==> config.mk <==
export PLATFORM = sky130hd
export DESIGN_NAME = psr_cell
export DESIGN_NICKNAME = d
export VERILOG_FILES = /design/src/rtl/core/psr_pkg.sv /design/src/rtl/core/psr_cell.sv
export SDC_FILE = /design/constraint.sdc
export NUM_CORES = 1
export LEC_CHECK = 0
export BUFFER_PORTS_ARGS = -buffer_cell sky130_fd_sc_hd__buf_4
export CAP_MARGIN = 20
export CORE_AREA = 2 2 356 358
export CTS_BUF_LIST = sky130_fd_sc_hd__clkbuf_8 sky130_fd_sc_hd__clkbuf_16
export DETAILED_ROUTE_END_ITERATION = 12
export DIE_AREA = 0 0 358 360
export GPL_TIMING_DRIVEN = 0
export PLACE_DENSITY = 0.35
export SETUP_SLACK_MARGIN = 0.4
export SYNTH_ARGS = -nofsm -noshare
export SYNTH_HDL_FRONTEND = slang
export SYNTH_SLANG_ARGS = --single-unit
==> constraint.sdc <==
create_clock -name clk -period 28.5 [get_ports clk]
set_input_delay 5.7 -clock clk [delete_from_list [all_inputs] [get_ports clk]]
set_output_delay 5.7 -clock clk [all_outputs]
set_load 0.02 [all_outputs]
==> src/rtl/core/psr_pkg.sv <==
// Shared record type, cell control and coordinate compare for the position record sorter.
package psr_pkg;

	localparam logic [63:0] SIGN_BIT = 64'h8000_0000_0000_0000;
	localparam logic [63:0] EXP_MASK = 64'h7FF0_0000_0000_0000;
	localparam logic [63:0] MAN_MASK = 64'h000F_FFFF_FFFF_FFFF;

	typedef struct packed {
		logic [31:0] tag;
		logic [63:0] z;
		logic [63:0] y;
		logic [63:0] x;
	} record_t;

	typedef struct packed {
		logic load;
		logic drain;
	} cell_ctl_t;

	typedef struct packed {
		logic gt;
		logic lt;
	} cmp_t;

	function automatic logic is_nan(input logic [63:0] v);
		return ((v & EXP_MASK) == EXP_MASK) && ((v & MAN_MASK) != 64'd0);
	endfunction

	function automatic logic [63:0] order_key(input logic [63:0] v);
		logic [63:0] t;
		t = (v == SIGN_BIT) ? 64'd0 : v;
		return t[63] ? ~t : (t | SIGN_BIT);
	endfunction

	// NaN on either side compares as equal
	function automatic cmp_t cmp_coord(input logic [63:0] a, input logic [63:0] b);
		cmp_t r;
		logic [63:0] ka;
		logic [63:0] kb;
		ka = order_key(a);
		kb = order_key(b);
		r.gt = 1'b0;
		r.lt = 1'b0;
		if (!is_nan(a) && !is_nan(b)) begin
			r.gt = ka > kb;
			r.lt = ka < kb;
		end
		return r;
	endfunction

	function automatic logic rec_greater(input record_t s, input record_t n);
		cmp_t cx;
		cmp_t cy;
		cmp_t cz;
		cx = cmp_coord(s.x, n.x);
		cy = cmp_coord(s.y, n.y);
		cz = cmp_coord(s.z, n.z);
		if (cx.gt || cx.lt) return cx.gt;
		if (cy.gt || cy.lt) return cy.gt;
		return cz.gt;
	endfunction

endpackage

==> src/rtl/core/psr_cell.sv <==
// One slot of the sorted chain: holds a record and trades it with its neighbors.
module psr_cell
	import psr_pkg::*;
(
	input  logic      clk,
	input  logic      arst_n,
	input  cell_ctl_t ctl,
	input  record_t   new_rec,
	input  record_t   left_rec,
	input  logic      left_valid,
	input  logic      left_move,
	input  record_t   right_rec,
	input  logic      right_valid,
	input  logic      move_in,
	output logic      move_out,
	output record_t   rec,
	output logic      valid
);

	record_t rec_q;
	logic    valid_q;

	// this slot and every one above it hold greater records or nothing
	assign move_out = (!valid_q || rec_greater(rec_q, new_rec)) && move_in;
	assign rec      = rec_q;
	assign valid    = valid_q;

	always_ff @(posedge clk or negedge arst_n) begin
		if (!arst_n) begin
			valid_q <= 1'b0;
		end else if (ctl.drain) begin
			valid_q <= right_valid;
		end else if (ctl.load && move_out && left_valid) begin
			valid_q <= 1'b1;
		end
	end

	always_ff @(posedge clk) begin
		if (ctl.drain) begin
			rec_q <= right_rec;
		end else if (ctl.load && move_out && left_valid) begin
			rec_q <= left_move ? left_rec : new_rec;
		end
	end

endmodule

==> flow_summary.ini <==
[synthesis]
synth_seq_cells = 225
netlist_area_sq_mm = 0.0217
synth.avg_cell_area_sq_um = 8.71
syn-num-nets = 3364
synthFlopType = edfxtp_1
ys_async_sr_fraction = 0.00444
ys_seq_area_frac = 0.311
yosys_warnings = 0
synth_cells = 2494
yosysUniqueCellTypes = 65
synth_edf_count = 224

[final_layout]
layout.cells.non_filler = 5138
finalInstanceArea_sq_mm = 0.0321
area_growth_syn_to_layout_pct = 47.6
drive_gt1_frac = 0.287
layout.nets = 4325

[grt]
grt_pass1_vias = 23600
grt_overflow = 0
grt_max_degree = 18
globalRouteTotalUtil = 0.199
antenna_found_initial = 15
grt_pass1_wl_mm = 183

[power_and_ir_drop]
switching_share = 0.373
p_leak_nw = 14.4
pwr-share-seq = 0.309
pwr_density_cell_mw_per_mm2 = 45.1
switchingPower_uw = 539
irDropWorstVdd_mv = 0.0315
power_frac_comb = 0.385
p_int_uw = 907
power_frac_clock = 0.307

[sta]
hold_viol_final = 0
relSlewSlack = 0.247
max_freq_mhz = 56.6
fin_worst_skew_ns = 0.0227
worst_slew_pin_slew_ns = 1.13
setup_viol = 0
slew_violations = 0
period_minus_slack_ns = 17.68
fin_crit_sh = 0.620
rsz0062_at_grt = no

[routing]
wl_per_cell_microns = 26.1
vias = 22900
routed_wl_mm = 134
postRouteAntennaNets = 0
dr.pass1.iters = 5
viasPerCell = 4.45
drc = 0
drt-initial-drc-count = 1290

[status]
status = complete, no violations

[clock_network]
cts-buffers-inserted = 35
cts.sinks = 225
cts_resized = 0
clk_latency_ns = 0.59
ctsHoldBuffers = 0
cts_max_level = 2
clock_path_buffers = 3
tritoncts = yes
clk_pin_slew_ns = 0.06
cts_root_buffer = clkbuf_16
cts_setup_buffers = 0

[worst_setup_path]
cp-end-kind = output pin
crit_fanout = 10
path_class = in -> out
cp.required_ns = 22.80
reg2reg_slack_ns = 20.26
reg2regPathDepth = 22
cp-start-kind = input port
crit_arrival_ns = 11.98

[place]
dp_cells = 5068
gp_congestion = 0.867
place_hpwl_mm = 113
placedInstanceArea_sq_mm = 0.0310
port_buffers = 903

[flow_run]
cap_viol_max_count = 0

[floorplanning]
die_h_microns = 360
num_rows = 130
start_util = 0.174
ios = 906
core_area_sq_mm = 0.125
die_x_microns = 358
die-area_sq_mm = 0.129

[min_path]
worst_hold_path_type = reg -> reg
whs_path_depth = 2
[cells in the final DEF (no fill, tap or decap), types with 5 or more instances in the layout]
master	n
clkinv_1	9
and4_1	11
xnor2_1	187
nand2b_1	5
nand4_1	65
xor2_1	191
clkbuf_16	35
nor3_1	10
a21oi_1	51
ha_1	190
o21a_1	7
diode_2	6
buf_8	14
or3_1	5
o21ai_0	251
clkbuf_1	102
buf_16	5
clkbuf_2	8
o211ai_1	9
mux2i_1	224
buf_1	43
nor2_1	209
nand3_1	31
inv_1	17
nor2b_1	6
buf_4	903
nand2_1	437
edfxtp_1	224
nor4_1	106
a21o_1	36
[synthesized netlist by cell type, types with 4 or more instances]
library cell  number  area (sq um)
and2_1             4          25.0
a21o_1            36           270
a21oi_1           51           255
nor2_1           209           785
edfxtp_1         224          6730
nor2b_1            6          37.5
xnor2_1          187          1640
inv_1             10          37.5
buf_1             44           165
or3_1              5          31.3
nand2_1          437          1640
and4_1            11          96.3
a211oi_1           4          30.0
o21ai_0          251          1260
o21a_1             7          52.6
clkbuf_1         110           413
xor2_1           191          1670
ha_1             190          2380
nand3_1           31           155
nand2b_1           5          31.3
o211ai_1           9          67.6
nor3_1            10          50.1
or4_1              4          30.0
nor4b_1            4          35.0
nand4_1           65           407
mux2i_1          224          2240
nor4_1           106           663
[sequential cells by signal (all words and copies together), names as in the netlist]
register and cells:
valid 1, rec 224
[critical path: stages]
cell and delay [ns]:
buf_4 0.15, nor4_1 0.60, nand4_1 0.28, nor4_1 0.84, nand4_1 0.39, clkbuf_1 0.43, clkbuf_1 0.35, nand2_1 0.14
ha_1 0.26, a21oi_1 0.16, o21ai_0 0.20, a2111o_1 0.44, o31ai_1 0.42, o211ai_1 0.25, a41o_1 0.32, a311oi_2 0.67
nor3_1 0.15, buf_4 0.20
[path summary, 6_finish.rpt]
kind                             to         start
max                        move_out  new_rec[105]
min                           valid         valid
max reg2reg                rec[205]       rec[81]
min reg2reg                   valid         valid
max in group asynchronous     valid        arst_n
min in group asynchronous     valid        arst_n
[through the flow]
stage / total power [mW] / utilization / hold WS [ns] / setup slack (ns) / setup TNS, ns
after global placement: 1.03 / 0.245 / 0.723 / -13.69 / -3054.15
after floorplan: 0.750 / - / 0.688 / 2.58 / 0
after detailed placement: 1.01 / 0.248 / 0.722 / 10.36 / 0
after CTS: 1.47 / 0.257 / 0.730 / 10.36 / 0
after global routing: 1.53 / 0.257 / 0.744 / 10.43 / 0
final: 1.45 / 0.257 / 0.709 / 10.82 / 0
[metal layers]
metal | global-route usage | part of all wire
met5 | 0 | 0.00019
met4 | 0.0375 | 0.014
met3 | 0.0316 | 0.050
met2 | 0.350 | 0.49
met1 | 0.257 | 0.44
[cells by family (layout without fill, tap and decap cells)]
family | after synthesis | count (layout) | synth area share
AO/OA/AOI/OAI | 396 | 396 | 0.104
XOR/XNOR | 378 | 378 | 0.152
adder cells (fa/ha/maj) | 192 | 192 | 0.110
buffers and inverters | 167 | 1155 | 0.0303
flip-flops | 225 | 225 | 0.311
multiplexers | 224 | 224 | 0.103
other | 0 | 6 | 0
AND/OR/NAND/NOR | 912 | 912 | 0.189
[power by group through the flow]
stage / clock (mW) / combinational [mW] / sequential, mW
after global placement: 0 / 0.555 / 0.475
after global routing: 0.467 / 0.615 / 0.449
final: 0.444 / 0.556 / 0.447
after CTS: 0.461 / 0.563 / 0.447
after detailed placement: 0 / 0.560 / 0.454
after floorplan: 0 / 0.271 / 0.479
[cell type report]
| class | count | area (sq um) |
|---|---|---|
| Fill cell | 13900 | 92800 |
| Multi-Input combinational cell | 2102 | 14300 |
| Timing Repair Buffer | 924 | 7130 |
| Sequential cell | 225 | 6750 |
| Tap cell | 1650 | 2060 |
| Clock buffer | 35 | 876 |
| Buffer | 157 | 632 |
| Clock inverter | 29 | 220 |
| Inverter | 10 | 37.5 |
| Antenna cell | 6 | 15.0 |
Power figures use the tool's default switching activity.
